### src/design/lhp_pkg.sv
// Shared types, constants and helpers for the latency histogram block.
package lhp_pkg;

   localparam int STAMP_W    = 32;
   localparam int LEN_W      = 16;
   localparam int PERMILLE_W = 10;
   localparam int PCT_W      = 11;
   localparam int COUNT_W    = 32;
   localparam int SCALED_W   = COUNT_W + PERMILLE_W;

   localparam logic [LEN_W-1:0]   MIN_FRAME_BYTES = 16'd47;
   localparam int                 PERMILLE_SCALE  = 1000;
   localparam logic [COUNT_W-1:0] COUNT_MAX       = '1;

   // queue depth must stay a power of two: pointers wrap by overflow
   localparam int QPTR_W      = 2;
   localparam int QUEUE_DEPTH = 1 << QPTR_W;

   typedef enum logic [1:0] {
      KIND_TAKE,
      KIND_SKIP,
      KIND_QUERY
   } kind_type;

   typedef struct packed {
      kind_type               kind;
      logic [STAMP_W-1:0]     latency;
      logic [PERMILLE_W-1:0]  permille;
   } entry_type;

   typedef struct packed {
      logic full;
      logic empty;
   } queue_status_type;

   typedef struct packed {
      logic clearing;
   } back_status_type;

   function automatic logic [COUNT_W-1:0] sat_inc(input logic [COUNT_W-1:0] value);
      return (value == COUNT_MAX) ? value : value + 1'b1;
   endfunction

endpackage

### src/design/lhp_queue.sv
// Small FIFO of classified items between the front end and the histogram engine.
module lhp_queue (
   input  logic                         clock,
   input  logic                         reset,
   input  logic                         push_valid,
   input  lhp_pkg::entry_type           push_entry,
   input  logic                         pop,
   output lhp_pkg::entry_type           head,
   output lhp_pkg::queue_status_type    status
);

   lhp_pkg::entry_type                  slots_ff [lhp_pkg::QUEUE_DEPTH];
   logic [lhp_pkg::QPTR_W-1:0]          wr_ptr_ff, wr_ptr_in;
   logic [lhp_pkg::QPTR_W-1:0]          rd_ptr_ff, rd_ptr_in;
   logic [lhp_pkg::QPTR_W:0]            fill_ff, fill_in;

   always_comb begin
      wr_ptr_in = push_valid ? wr_ptr_ff + 1'b1 : wr_ptr_ff;
      rd_ptr_in = pop ? rd_ptr_ff + 1'b1 : rd_ptr_ff;
      fill_in   = fill_ff + (lhp_pkg::QPTR_W+1)'(push_valid) - (lhp_pkg::QPTR_W+1)'(pop);
   end

   always_ff @(posedge clock) begin
      if (reset) begin
         wr_ptr_ff <= '0;
         rd_ptr_ff <= '0;
         fill_ff   <= '0;
      end else begin
         wr_ptr_ff <= wr_ptr_in;
         rd_ptr_ff <= rd_ptr_in;
         fill_ff   <= fill_in;
      end
      if (push_valid) begin
         slots_ff[wr_ptr_ff] <= push_entry;
      end
   end

   assign head         = slots_ff[rd_ptr_ff];
   assign status.full  = (fill_ff == (lhp_pkg::QPTR_W+1)'(lhp_pkg::QUEUE_DEPTH));
   assign status.empty = (fill_ff == '0);

endmodule

### config.mk
export PLATFORM = sky130hd
export DESIGN_NAME = lhp_queue
export DESIGN_NICKNAME = d
export VERILOG_FILES = /design/src/design/lhp_pkg.sv /design/src/design/lhp_queue.sv
export SDC_FILE = /design/constraint.sdc
export NUM_CORES = 1
export LEC_CHECK = 0
export BUFFER_PORTS_ARGS = -buffer_cell sky130_fd_sc_hd__buf_2
export CAP_MARGIN = 15
export CORE_ASPECT_RATIO = 0.75
export CORE_MARGIN = 8
export CORE_UTILIZATION = 30
export CTS_CLUSTER_DIAMETER = 120
export DETAILED_ROUTE_END_ITERATION = 8
export PLACE_DENSITY = 0.5
export REMOVE_ABC_BUFFERS = 1
export SLEW_MARGIN = 10
export SYNTH_ARGS = -nofsm -noshare
export SYNTH_HDL_FRONTEND = slang
export SYNTH_SLANG_ARGS = --single-unit
### constraint.sdc
create_clock -name clock -period 2.31 [get_ports clock]
set_input_delay 0.3465 -clock clock [delete_from_list [all_inputs] [get_ports clock]]
set_output_delay 0.3465 -clock clock [all_outputs]
set_load 0.005 [all_outputs]
==> run summary <==
Seq cells post-synth - 185
Via/cell ratio - 4.48
Slew Limit Fails - 0
WL final - 13500 µm
Later-pin clock latency in the skew report - 0.42 ns
Post-route DRC - 0
Clock Skew - 0.00745 ns
Sw Ratio - 23.0%
CTS buffer count - 17
Post-Syn Instances - 272
Gpl congestion - 0.663
Biggest cell delay along the critical path - 0.58 ns
CTS Sinks - 185
Switch Pwr - 1.72 mW
Worst-path fanout max - 19
CORE AREA - 22700 µm²
Worst Tran Pin Value - 0.481 ns
Crit end category - primary output
Data arrival, critical path - 1.81 ns
Starting Density - 30.2%
Worst hold margin - 0.138 ns
Number of I/O pins - 94
Area leader, netlist - edfxtp_1
Top FF cell, synth - edfxtp_1
Total vias in the final route - 3158
Pin count of the biggest net entering global routing - 45
Final setup margin - 0.158 ns
CTS tree - built
Die Area - 28000 µm²
Number of synthesized flops with an enable pin - 176
DR WL/cell - 19.1 µm
Largest cells by area after synthesis - edfxtp_1 (77%), mux4_2 (13%), dfxtp_1 (2.6%)
Setup violations, final - 0
Crit-path cells - buf_12 -> mux4_1 -> buf_2
Static Leakage - 2.84 nW
Die W - 190 µm
CTS HTree Levels - 4
Async set-reset flop share out of synthesis - 0%
Unrepaired setup endpoints after global routing - no
Die Y - 147 µm
Num rows - 48
DR iter-0 viols - 130
Ratio of cells with drive above 1 in the final layout - 46.7%
Synthesized area - 6850 µm²
Mean Syn Cell Area - 25.2 µm²
Vias in the first global route - 3502
Sequential element share of the synthesized area - 79.8%
Min Tclk post-route - 2.15 ns
Clk pwr share - 38.1%
Hold buffer count at cts - 0
Crit share post-route - 93.2%
Clk root buf - clkbuf_16
Slew HR - 68.0%
Status - completed
Worst path required time - 1.96 ns
# diodes - 0
Crit start category - register
Detailed Routing Iterations Pass 1 - 4
Fin util - 36.7%
Area added between synthesis and finish - 21.7%
Final Hold Viols - 0
All-layer global routing usage - 9.97%
GRT Residual Overflow - 0
Top-count cell post-synth - edfxtp_1
Most instantiated cells after synthesis - edfxtp_1 (176), mux4_2 (40), dfxtp_1 (9)
Int Power - 5.76 mW
Largest vdd supply drop - 406 µV
Initial antenna violation count - 1
Clk pin slew, worst setup/hold paths - 0.07 ns
First-pass GRT wire length - 20600 µm
Nets - 447
Detail Route Antenna Nets - 0
Placed wire-length estimate - 8310 µm
Max Clk Rate - 465 MHz
Combinational group share of total power - 9.7%
Clock tree buffer depth - 2
Sequential power share - 52.2%
Synth top area share - 77.2%
Kind of critical path - reg -> out
Slowest stage cell on the critical path - mux4_1
PD cells - 897 nW/µm²
Worst hold path class - in -> reg
Synth warn - 0
MaxCap Viol Count - 0
Worst slack, placed - 0.419 ns
Synth cell types - 22
Buffers on Ports - 93
[metrics by stage]
stage	instances	setup TNS [ns]	total power [mW]	cell area, µm²
CTS	698	0	7.58	8280
floorplan	262	-25.53	4.35	6730
detailed placement	666	0	4.72	7700
global route	705	0	7.79	8330
global placement	666	0	4.70	7700
finish	705	0	7.48	8330
[path summary, 6_finish.rpt]
path,slack (ns),depth (start not counted),to,start
setup / recovery,0.16,3,head[0],register
hold reg to reg,0.54,2,register,rd_ptr_ff[0]
hold / removal,0.14,1,slots_ff[2][1],push_entry[1]
setup reg to reg,0.56,7,fill_ff[2],fill_ff[0]
[what timing repair did]
| action | in CTS | in global routing |
|---|---|---|
| setup buffers | 0 | 7 |
| endpoints found under the setup margin | 0 | 5 |
| resized for setup | 0 | 0 |
| hold endpoints to repair | 0 | 0 |
[power groups by stage]
stage	Sequential, mW	Clock [mW]	Combinational, mW
floorplan	4.01	0	0.348
global placement	3.97	0	0.724
detailed placement	3.98	0	0.732
CTS	3.91	2.93	0.736
global route	3.92	3.08	0.801
finish	3.90	2.85	0.727
[sequential cells by signal, summed over array words and instances (netlist names), named ones only]
register,count
slots_ff,176
fill_ff,3
rd_ptr_ff,2
wr_ptr_ff,2
[layer usage]
layer	vias up	GRT usage, %	part of all wire, %
li1	1385	-	-
met1	1676	11.9	43
met2	78	16.4	50
met3	17	3.79	6.0
met4	2	3.37	1.2
met5	-	0	0.089
[cell type report]
cell class	instances	area, µm²
Fill cell	2118	14400
Sequential cell	185	5470
Multi-Input combinational cell	71	1250
Timing Repair Buffer	111	638
Clock buffer	17	425
Tap cell	300	375
Clock inverter	15	155
Inverter	6	22.5
[worst max-delay path: cells and delay by family (launching register included)]
family,cells,cell delay [ns]
flops,1,0.43
mux,1,0.58
buf+inv,2,0.36
[layout by cell type, fill, tap and decap left out]
| cell type | netlist | routed |
|---|---|---|
| dfxtp_2 | 0 | 1 |
| and2_2 | 0 | 4 |
| mux4_1 | 4 | 4 |
| a21bo_2 | 1 | 1 |
| buf_12 | 4 | 3 |
| edfxtp_1 | 176 | 176 |
| and3_1 | 1 | 1 |
| xnor2_1 | 2 | 2 |
| mux4_2 | 40 | 40 |
| ha_1 | 6 | 6 |
| clkinv_2 | 0 | 1 |
| inv_1 | 6 | 6 |
| dfxtp_1 | 9 | 7 |
| nand3b_1 | 1 | 1 |
| inv_8 | 0 | 5 |
| nor3_1 | 1 | 1 |
| nor2_1 | 5 | 5 |
| nor2b_1 | 2 | 2 |
| dfxtp_4 | 0 | 1 |
| buf_4 | 0 | 15 |
| inv_6 | 0 | 2 |
| buf_2 | 4 | 93 |
| clkinv_1 | 0 | 1 |
| xor3_1 | 1 | 1 |
| clkinvlp_4 | 0 | 1 |
| fa_1 | 1 | 1 |
| mux2i_1 | 1 | 1 |
| clkinv_4 | 0 | 4 |
| a21oi_1 | 1 | 1 |
| clkbuf_16 | 0 | 17 |
| bufinv_16 | 0 | 1 |
[cell families after synthesis]
family	Yosys count	share of synthesized area (%)
buffers and inverters	16	2.03
adders and majority gates	7	1.39
AOI/OAI and AO/OA	2	0.219
muxes	45	14.8
DFF	185	79.8
and+or+nand+nor	14	1.10
xor gates and xnor gates	3	0.603
(Power assumes the default switching activity.)
