## config.mk

```make
export PLATFORM = sky130hd
export DESIGN_NAME = lhp_front
export DESIGN_NICKNAME = d
export VERILOG_FILES = /design/src/design/lhp_pkg.sv /design/src/design/lhp_front.sv
export SDC_FILE = /design/constraint.sdc
export NUM_CORES = 1
export LEC_CHECK = 0
export BUFFER_PORTS_ARGS = -buffer_cell sky130_fd_sc_hd__buf_2
export CAP_MARGIN = 0
export CORE_MARGIN = 3
export CORE_UTILIZATION = 44
export DETAILED_ROUTE_END_ITERATION = 10
export GPL_TIMING_DRIVEN = 1
export MAX_ROUTING_LAYER = met4
export PLACE_DENSITY = 0.95
export SLEW_MARGIN = 20
export SYNTH_ARGS = -nofsm -noshare
export SYNTH_HDL_FRONTEND = slang
export SYNTH_SLANG_ARGS = --single-unit
```

## constraint.sdc

```tcl
create_clock -name clock -period 3.3 [get_ports clock]
set_input_delay 0.495 -clock clock [delete_from_list [all_inputs] [get_ports clock]]
set_output_delay 0.495 -clock clock [all_outputs]
set_load 0.01 [all_outputs]
```

## src/design/lhp_pkg.sv

```systemverilog
// Shared types, constants and helpers for the latency histogram block.
package lhp_pkg;

   localparam int STAMP_W    = 32;
   localparam int LEN_W      = 16;
   localparam int PERMILLE_W = 10;
   localparam int PCT_W      = 11;
   localparam int COUNT_W    = 32;
   localparam int SCALED_W   = COUNT_W + PERMILLE_W;

   localparam logic [LEN_W-1:0]   MIN_FRAME_BYTES = 16'd47;
   localparam int                 PERMILLE_SCALE  = 1000;
   localparam logic [COUNT_W-1:0] COUNT_MAX       = '1;

   // queue depth must stay a power of two: pointers wrap by overflow
   localparam int QPTR_W      = 2;
   localparam int QUEUE_DEPTH = 1 << QPTR_W;

   typedef enum logic [1:0] {
      KIND_TAKE,
      KIND_SKIP,
      KIND_QUERY
   } kind_type;

   typedef struct packed {
      kind_type               kind;
      logic [STAMP_W-1:0]     latency;
      logic [PERMILLE_W-1:0]  permille;
   } entry_type;

   typedef struct packed {
      logic full;
      logic empty;
   } queue_status_type;

   typedef struct packed {
      logic clearing;
   } back_status_type;

   function automatic logic [COUNT_W-1:0] sat_inc(input logic [COUNT_W-1:0] value);
      return (value == COUNT_MAX) ? value : value + 1'b1;
   endfunction

endpackage

```

## src/design/lhp_front.sv

```systemverilog
// Front end: accepts request beats, holds the enable register, classifies items.
module lhp_front (
   input  logic                              clock,
   input  logic                              reset,
   input  logic                              csr_write_en,
   input  logic                              csr_write_data,
   input  logic                              req_valid,
   output logic                              req_ready,
   input  logic                              req_mode,
   input  logic [lhp_pkg::LEN_W-1:0]         req_frame_length,
   input  logic [lhp_pkg::STAMP_W-1:0]       req_first_stamp,
   input  logic [lhp_pkg::STAMP_W-1:0]       req_second_stamp,
   input  logic [lhp_pkg::PERMILLE_W-1:0]    req_permille,
   input  lhp_pkg::back_status_type          back_status,
   input  lhp_pkg::queue_status_type         queue_status,
   output logic                              push_valid,
   output lhp_pkg::entry_type                push_entry
);

   logic                          enable_ff;
   logic                          enable_in;
   logic [lhp_pkg::STAMP_W-1:0]   latency;

   assign enable_in = csr_write_en ? csr_write_data : enable_ff;

   always_ff @(posedge clock) begin
      if (reset) begin
         enable_ff <= 1'b0;
      end else begin
         enable_ff <= enable_in;
      end
   end

   // hold off new beats while the queue is full or the histogram is being swept clean
   assign req_ready  = !queue_status.full && !back_status.clearing;
   assign push_valid = req_valid && req_ready;

   always_comb begin
      latency             = req_second_stamp - req_first_stamp;
      push_entry.permille = req_permille;
      priority if (req_mode) begin
         push_entry.kind    = lhp_pkg::KIND_QUERY;
         push_entry.latency = '0;
      end else if (enable_ff && (req_frame_length >= lhp_pkg::MIN_FRAME_BYTES)) begin
         push_entry.kind    = lhp_pkg::KIND_TAKE;
         push_entry.latency = latency;
      end else begin
         push_entry.kind    = lhp_pkg::KIND_SKIP;
         push_entry.latency = latency;
      end
   end

endmodule

```

==> flow_metrics.env, run 1 <==
export IMPL_syn_area_per_cell_um2=6.57
export IMPL_largestRegisters="enable_ff (1)"
export IMPL_maxCapViolCount=0
export IMPL_gp_congestion=0.899
export IMPL_grt_antenna_before_repair=0
export IMPL_synthFlopType="dfxtp_1"
export IMPL_grt_max_degree=40
export IMPL_syn_nets=478
export IMPL_rr_worst_depth=2
export IMPL_grt_pass1_vias=3056
export IMPL_drc=0
export IMPL_end_kind="output pin"
export IMPL_internal_power_mw=0.309
export IMPL_reg2reg_slack_ns=2.71
export IMPL_ioPinCount=145
export IMPL_critical_path_class="input port to output pin"
export IMPL_dieArea_um2=6060
export IMPL_path_max_fanout=2
export IMPL_path_clk_slew_ns=0
export IMPL_peakVddDrop_mv=0.122
export IMPL_min_to="enable_ff"
export IMPL_syn_area_um2=2270
export IMPL_seqPwrFrac_pct=2.1
export IMPL_synth_edf_count=0
export IMPL_synth_commonest_cells="nor2_1 (51), inv_1 (36), ha_1 (32)"
export IMPL_total_power_mw=0.648
export IMPL_final_cells=542
export IMPL_setup_viol=1
export IMPL_ys_seq_area_share_pct=0.881
export IMPL_fill_cells=418
export IMPL_initial_core_util_pct=46.9
export IMPL_hpwlAfterDp_um=6360
export IMPL_syn_inst=346
export IMPL_multiInputGateArea_um2=2050
export IMPL_crit_arrival_ns=2.82
export IMPL_drive_gt1_share_pct=38.5
export IMPL_synthArstFlopShare_pct=0
export IMPL_largest_reg_flops=1
export IMPL_die_w_um=77.9
export IMPL_diodes=0
export IMPL_hold_path_class="flop to flop"
export IMPL_maxSlewHeadroom_pct=54.1
export IMPL_switching_power_mw=0.339
export IMPL_yosysMostFrequentCell="nor2_1"
export IMPL_max_freq_mhz=302
export IMPL_rr_endpoint="enable_ff"
export IMPL_grt_setup_unrepaired="yes"
export IMPL_routed_wl_um=7750
export IMPL_drv_slew=0
export IMPL_worst_slack_ns=-0.0133
export IMPL_hold_start="enable_ff"
export IMPL_regArea_um2=20.0
export IMPL_io_buffer_count=123
export IMPL_hold_viol_final=0
export IMPL_worstMarginPinSlew_ns=0.689
export IMPL_switching_share_pct=52.4
export IMPL_period_minus_slack_ns=3.31
export IMPL_dr_pass1_iters=4
export IMPL_rows=25
export IMPL_cp_required_ns=2.80
export IMPL_critPathLaunchType="input port"
export IMPL_synth_area_top_cells="ha_1 (18%), nor2_1 (8.4%), inv_1 (5.9%)"
export IMPL_top_register="enable_ff"
export IMPL_crit_reg2reg_launch="enable_ff"
export IMPL_hold_path_depth=2
export IMPL_clkPwrFrac_pct=0
export IMPL_post_synth_top_area_cell="ha_1"
export IMPL_insertion_delay_ns=0
export IMPL_synthDistinctLibCells=57
export IMPL_coreArea_um2=4850
export IMPL_grt_overflow_total=0
export IMPL_grt_usage_pct=24.9
export IMPL_drtAntennaViolNets=0
export IMPL_pwr_share_comb_pct=97.9
export IMPL_dp_cells=537
export IMPL_hold_ws_ns=0.514
export IMPL_synth_top_area_share_pct=17.6
export IMPL_die_y_um=77.9
export IMPL_status="finished with violations"
export IMPL_wl_per_cell_um=14.3
export IMPL_violations="setup timing"
export IMPL_final_period_utilization_pct=100
export IMPL_layout_nets=609
export IMPL_first_iter_violations=139
export IMPL_grt_pass1_wl_um=12700
export IMPL_vias=3100
export IMPL_area_growth_pct=39.3
export IMPL_ys_seq_elements=1
export IMPL_leakage_nw=1.72
export IMPL_fin_skew_ns=0
export IMPL_power_density_nw_per_um2=205
export IMPL_via_per_inst=5.72
export IMPL_post_route_util_pct=65.3
export IMPL_ys_warn_count=0
-- per-layer routing --
metal,GRT usage (%),vias to the layer above,share of wire (%)
met5,-,-,0
met4,8.90,0,3.5
met3,2.20,28,8.5
met2,47.1,186,50
met1,26.7,1400,38
li1,-,1486,-
-- worst max-delay path by stage --
stage | start | endpoint | slack, ns | cells past startpoint
6_report | req_second_stamp[0] | push_entry[38] | -0.01 | 12
5_1_grt | req_second_stamp[0] | push_entry[38] | -0.07 | 12
4_1_cts | req_first_stamp[4] | push_entry[41] | -0.0006 | 11
3_5_place_dp | req_second_stamp[0] | push_entry[38] | -0.11 | 12
3_3_place_gp | req_second_stamp[0] | push_entry[38] | -0.04 | 12
2_1_floorplan | req_first_stamp[2] | push_entry[38] | 0.23 | 9
-- logic make-up (layout without fill, tap and decap cells) --
kind of cell             after synthesis  count (layout)  share of synthesized area [%]
AND/OR/NAND/NOR                      121             121                           25.3
AO/OA/AOI/OAI                        101             101                           31.8
buffers and inverters                 63             192                           12.7
XOR/XNOR                              22              22                           8.48
flip-flops                             1               1                          0.881
adder cells (fa/ha/maj)               33              33                           18.5
multiplexers                           5               5                           2.42
-- worst max-delay path: stages --
cell and delay (ns):
buf_6 0.10, inv_4 0.05, ha_4 0.13, fa_2 0.23
nor2b_4 0.05, o31a_4 0.29, o31ai_4 0.24, o31ai_2 0.12
a221o_2 0.43, a211oi_2 0.22, mux2_4 0.34, buf_6 0.13
-- placed cells by master, fill, tap and decap left out, types with 2 or more instances in the layout --
master and instances:
a211o_1 2, a211oi_1 2, a21o_1 8, a21oi_1 23, a21oi_2 2, a31oi_1 9, and3_1 3, buf_2 121
buf_4 33, buf_6 2, ha_1 29, ha_4 3, inv_1 34, mux2_2 3, nand2_1 24, nand2b_1 3
nand3_1 5, nand4_1 9, nor2_1 51, nor2b_1 5, nor3_1 6, nor4_1 6, o211a_1 2, o211ai_1 7
o21a_1 9, o21ai_0 13, o21ai_1 2, o221ai_1 2, o31a_1 2, o31ai_2 2, o31ai_4 2, xnor2_1 9
xor2_1 13
-- repair_timing --
| item | 4_1_cts | 5_1_grt |
|---|---|---|
| pin swaps | 7 | 4 |
| endpoints found under the setup margin | 5 | 13 |
| buffers inserted | 2 | 3 |
| hold buffers | 0 | 0 |
| gates resized for setup | 10 | 10 |
-- final cells by class --
type                       instances  area share [%]
inverter                          36            4.35
multi-input combinational        282            64.7
sequential                         1           0.632
tap                               67            2.65
timing repair buffer             156            27.7
-- metrics by stage --
| step | instance area (µm²) | worst slack [ns] | setup TNS [ns] |
|---|---|---|---|
| after floorplan | 2270 | 0.231 | 0 |
| after global placement | 3030 | -0.0422 | -0.0422 |
| after detailed placement | 3030 | -0.112 | -0.225 |
| after CTS | 3100 | -0.000620 | -0.000620 |
| after global routing | 3170 | -0.0742 | -0.0953 |
| final | 3170 | -0.0133 | -0.0133 |
-- power groups by stage --
stage          Combinational (mW)  Sequential, mW  Clock [mW]
6_report                    0.634          0.0134           0
5_1_grt                     0.696          0.0135           0
4_1_cts                     0.610          0.0134           0
3_5_place_dp                0.593          0.0134           0
3_3_place_gp                0.575          0.0134           0
2_1_floorplan               0.387          0.0133           0
Note: power is estimated with default switching activity, not from simulation.
==> run 2: changes to the inputs <==
==> constraint.sdc (replaced) <==
create_clock -name clock -period 3.6 [get_ports clock]
set_input_delay 0.54 -clock clock [delete_from_list [all_inputs] [get_ports clock]]
set_output_delay 0.54 -clock clock [all_outputs]
set_load 0.01 [all_outputs]
==> run 2 against run 1 <==
The flow now finishes without violations. Via count fell by 6.9%. Clock skew stayed put. Cell count is 3.5% lower. Design area is 7.2% lower.
==> flow_metrics.env, run 2 (same netlist as run 1, synthesis figures left out) <==
export IMPL_fill_cells=445
export IMPL_end_kind="output pin"
export IMPL_grt_antenna_before_repair=0
export IMPL_path_buf_inv=3
export IMPL_dieArea_um2=6060
export IMPL_maxCapViolCount=0
export IMPL_crit_reg2reg_launch="enable_ff"
export IMPL_critical_path_class="input port to output pin"
export IMPL_via_per_inst=5.52
export IMPL_largestRegisters="enable_ff (1)"
export IMPL_grt_usage_pct=23.5
export IMPL_drc=0
export IMPL_io_buffer_count=123
export IMPL_top_register="enable_ff"
export IMPL_vias=2886
export IMPL_peakVddDrop_mv=0.126
export IMPL_max_freq_mhz=289
export IMPL_area_growth_pct=29.4
export IMPL_final_cell_mix="buf_2 (123), nor2_1 (51), inv_1 (36)"
export IMPL_coreArea_um2=4850
export IMPL_crit_path_frequent_cell="buf_2"
export IMPL_drv_slew=0
export IMPL_hold_ws_ns=0.513
export IMPL_drive_gt1_share_pct=34.2
export IMPL_final_period_utilization_pct=96.1
export IMPL_worstMarginPinSlew_ns=0.679
export IMPL_grt_max_degree=40
export IMPL_slowest_stage="a221o_2"
export IMPL_setup_viol=0
export IMPL_ioPinCount=145
export IMPL_grt_overflow_total=0
export IMPL_hold_path_class="flop to flop"
export IMPL_initial_core_util_pct=46.9
export IMPL_power_density_nw_per_um2=184
export IMPL_layout_nets=590
export IMPL_cp_required_ns=3.06
export IMPL_drtAntennaViolNets=0
export IMPL_worst_slack_ns=0.139
export IMPL_die_y_um=77.9
export IMPL_path_max_fanout=4
export IMPL_wl_per_cell_um=13.6
export IMPL_routed_wl_um=7100
export IMPL_grt_pass1_vias=2848
export IMPL_gp_congestion=0.922
export IMPL_period_minus_slack_ns=3.46
export IMPL_slowest_delay_ns=0.40
export IMPL_crit_start="req_first_stamp[2]"
export IMPL_largest_reg_flops=1
export IMPL_hold_viol_final=0
export IMPL_layout_commonest_cell="buf_2"
export IMPL_crit_arrival_ns=2.92
export IMPL_fin_skew_ns=0
export IMPL_rows=25
export IMPL_insertion_delay_ns=0
export IMPL_status="complete, no violations"
export IMPL_leakage_nw=1.62
export IMPL_final_area_um2=2940
export IMPL_hpwlAfterDp_um=6110
export IMPL_postCtsHoldBufs=0
export IMPL_place_ws_ns=0.0892
export IMPL_cpLargestDelayFamily="compound AO/OA/AOI/OAI gates"
export IMPL_path_clk_slew_ns=0
export IMPL_critPathLaunchType="input port"
export IMPL_maxSlewHeadroom_pct=54.7
export IMPL_die_w_um=77.9
export IMPL_cp_cell_sequence="buf_2, inv_1, ha_1, nor2b_4, o31a_4, o31ai_4, o31ai_2, a221o_2, a211oi_2, mux2_2, buf_2"
export IMPL_diodes=0
export IMPL_dr_pass1_iters=4
export IMPL_hold_start="enable_ff"
export IMPL_placed_area_um2=2920
export IMPL_first_iter_violations=160
export IMPL_grt_pass1_wl_um=12100
## run 2: routing by layer
| layer | share of wire [%] | wire length (µm) | global-route usage, % |
|---|---|---|---|
| met2 | 51 | 3590 | 44.9 |
| met4 | 1.8 | 131 | 4.80 |
| met5 | 0 | 0 | - |
| met1 | 40 | 2850 | 26.8 |
| met3 | 7.5 | 533 | 1.39 |
## run 2: worst paths after layout
path               endpoint  slack [ns]  depth (start not counted)
max          push_entry[38]        0.14                         11
min reg2reg       enable_ff        0.51                          2
max reg2reg       enable_ff        3.01                          2
min               enable_ff        0.51                          2
## run 2: through the flow
stage | std cells | setup TNS [ns] | total power, mW | util [%]
after global placement | 522 | 0 | 0.518 | 60.2
after global routing | 523 | -0.0164 | 0.600 | 60.6
final | 523 | 0 | 0.541 | 60.6
after floorplan | 346 | 0 | 0.367 | -
after CTS | 522 | 0 | 0.536 | 60.2
after detailed placement | 522 | 0 | 0.533 | 60.2
## run 2: cell type report
cell class | instances | area [µm²] | area share (%)
multi-input cells | 282 | 1980 | 67.3
flip-flops and latches | 1 | 20.0 | 0.681
well taps | 67 | 83.8 | 2.85
repair buffers | 137 | 721 | 24.5
inverters | 36 | 135 | 4.60
## run 2: worst register-to-register path, delay by kind of cell (launching register included)
family | cells | cell delay (ns)
flip-flops | 1 | 0.29
AND/OR/NAND/NOR | 1 | 0.05
multiplexers | 1 | 0.13
## run 2: power breakdown
group / internal [mW] / switching (mW)
sequential: 0.0120 / 0.000372
clock: 0 / 0
combinational: 0.238 / 0.290
## run 2: repair_timing
item	CTS	global route
gates resized for setup	0	3
setup endpoints to repair	0	3
setup buffers	0	1
hold endpoints to repair	0	0
==> run 3: changes to the inputs <==
--- a/config.mk
+++ b/config.mk
@@ -7,6 +7,7 @@
 export LEC_CHECK = 0
 export BUFFER_PORTS_ARGS = -buffer_cell sky130_fd_sc_hd__buf_2
 export CAP_MARGIN = 0
+export CORE_ASPECT_RATIO = 1.75
 export CORE_MARGIN = 3
 export CORE_UTILIZATION = 44
 export DETAILED_ROUTE_END_ITERATION = 10
==> run 3 against run 2 <==
Routed wire length grew 1.3%. Global-route usage shrank 0.12 points. Fmax shrank 1.6%. Combinational power is essentially flat. Die area grew 0.56%. Via count shrank 0.90%. Setup slack lost 0.056 ns. Hold slack lost 0.028 ns. Design area shrank 0.55%. Cell count shrank 2.5%. Critical path depth grew 1. Critical path type unchanged. Largest cell class unchanged. Largest power group unchanged.
==> flow_metrics.env, run 3 (same netlist as run 1, synthesis figures left out) <==
export IMPL_status="complete, no violations"
export IMPL_maxSlewHeadroom_pct=53.8
export IMPL_max_freq_mhz=284
export IMPL_pwr_share_comb_pct=97.7
export IMPL_rr_worst_depth=2
export IMPL_cp_required_ns=3.06
export IMPL_fin_skew_ns=0
export IMPL_switching_share_pct=53.5
export IMPL_peakVddDrop_mv=0.121
export IMPL_crit_reg2reg_launch="enable_ff"
export IMPL_use_met1_pct=19.6
export IMPL_dr_pass1_iters=5
export IMPL_drive_gt1_share_pct=34.2
export IMPL_largest_reg_flops=1
export IMPL_reg2reg_slack_ns=3.03
export IMPL_worst_slack_ns=0.0831
export IMPL_first_iter_violations=69
export IMPL_hold_start="enable_ff"
export IMPL_post_route_util_pct=58.7
export IMPL_grt_overflow_total=0
export IMPL_grt_antenna_before_repair=0
export IMPL_crit_path_frequent_cell="buf_2"
export IMPL_vias=2860
export IMPL_slowest_stage="a221o_2"
export IMPL_initial_core_util_pct=45.7
export IMPL_critical_path_class="input port to output pin"
export IMPL_hpwlAfterDp_um=6260
export IMPL_worstMarginPinSlew_ns=0.694
export IMPL_seqPwrFrac_pct=2.3
export IMPL_drv_slew=0
export IMPL_layout_commonest_cell="buf_2"
export IMPL_end_kind="output pin"
export IMPL_final_cell_mix="buf_2 (123), nor2_1 (51), inv_1 (36)"
export IMPL_layout_nets=590
export IMPL_grt_pass1_wl_um=11300
export IMPL_hold_path_class="flop to flop"
export IMPL_total_power_mw=0.541
export IMPL_insertion_delay_ns=0
export IMPL_via_per_inst=5.61
export IMPL_min_to="enable_ff"
export IMPL_post_cts_resized=0
export IMPL_routed_wl_um=7190
export IMPL_period_minus_slack_ns=3.52
export IMPL_top_register="enable_ff"
export IMPL_drc=0
export IMPL_place_ws_ns=0.0299
export IMPL_grt_usage_pct=23.4
export IMPL_path_max_fanout=4
export IMPL_io_buffer_count=123
export IMPL_clkPwrFrac_pct=0
export IMPL_rr_endpoint="enable_ff"
export IMPL_coreArea_um2=4980
export IMPL_ioPinCount=145
export IMPL_cpLargestDelayFamily="compound AO/OA/AOI/OAI gates"
export IMPL_grt_pass1_vias=2893
export IMPL_drtAntennaViolNets=0
export IMPL_rows=34
export IMPL_largestRegisters="enable_ff (1)"
export IMPL_slowest_delay_ns=0.41
export IMPL_cp_cell_sequence="buf_2, inv_1, ha_1, fa_2, nor2b_4, o31a_4, o31ai_4, o31ai_2, a221o_2, a211oi_2, mux2_2, buf_2"
export IMPL_placed_area_um2=2910
export IMPL_grt_max_degree=40
export IMPL_die_w_um=60.3
export IMPL_hold_path_depth=2
export IMPL_path_buf_inv=3
export IMPL_power_density_nw_per_um2=185
export IMPL_final_period_utilization_pct=97.7
export IMPL_final_area_um2=2920
export IMPL_hold_viol_final=0
export IMPL_diodes=0
export IMPL_die_y_um=101
export IMPL_grt_busiest_layer="met2"
export IMPL_postCtsSetupBuffers=0
export IMPL_dieArea_um2=6100
export IMPL_leakage_nw=1.62
export IMPL_critPathLaunchType="input port"
export IMPL_setup_tns_ns=0
export IMPL_path_clk_slew_ns=0
export IMPL_internal_power_mw=0.252
export IMPL_switching_power_mw=0.290
export IMPL_gp_congestion=0.956
export IMPL_wl_per_cell_um=14.1
export IMPL_maxCapViolCount=0
export IMPL_met3_usage_pct=0.769
export IMPL_postCtsHoldBufs=0
export IMPL_setup_viol=0
export IMPL_grt_setup_unrepaired="yes"
export IMPL_fill_cells=468
export IMPL_area_growth_pct=28.6
export IMPL_met2_usage_pct=48.7
export IMPL_crit_arrival_ns=2.98
==> run 3: cell counts in the layout (fill, tap and decap cells not counted) <==
Identical to the previous run, type by type.
==> run 3: metal layers <==
layer  vias up  routed length, µm
met3        34                415
met5         -                  0
li1       1441                  -
met4         0                327
met1      1260               2310
met2       125               4140
==> run 3: cell type report <==
type	instances	area (µm²)	area share, %
flip-flops and latches	1	20.0	0.685
well taps	54	67.6	2.31
inverters	36	135	4.62
multi-input cells	282	1980	67.7
repair buffers	137	721	24.7
==> run 3: power by group through the flow <==
stage,logic [mW],clock network (mW),registers [mW]
floorplan,0.355,0,0.0122
global placement,0.509,0,0.0123
detailed placement,0.523,0,0.0123
CTS,0.525,0,0.0123
global route,0.585,0,0.0124
finish,0.529,0,0.0123
==> run 3: worst max-delay path by stage <==
stage                   startpoint              to  slack [ns]  cells past startpoint
6_report       req_second_stamp[0]  push_entry[38]        0.08                     12
5_1_grt        req_second_stamp[0]  push_entry[38]       -0.01                     12
4_1_cts        req_second_stamp[0]  push_entry[38]        0.03                     12
3_5_place_dp   req_second_stamp[0]  push_entry[38]        0.03                     12
3_3_place_gp    req_first_stamp[2]  push_entry[38]        0.07                     11
2_1_floorplan   req_first_stamp[2]  push_entry[38]        0.44                      9
==> run 3: worst register-to-register path: stages, from the launching register on <==
cell and delay (ns):
dfxtp_1 0.29, mux2i_1 0.12, nor2_1 0.05
==> run 3: through the flow <==
stage / std cells / hold WS, ns
CTS: 510 / 0.487
global placement: 510 / 0.484
detailed placement: 510 / 0.487
finish: 510 / 0.485
floorplan: 346 / 0.461
global route: 510 / 0.555
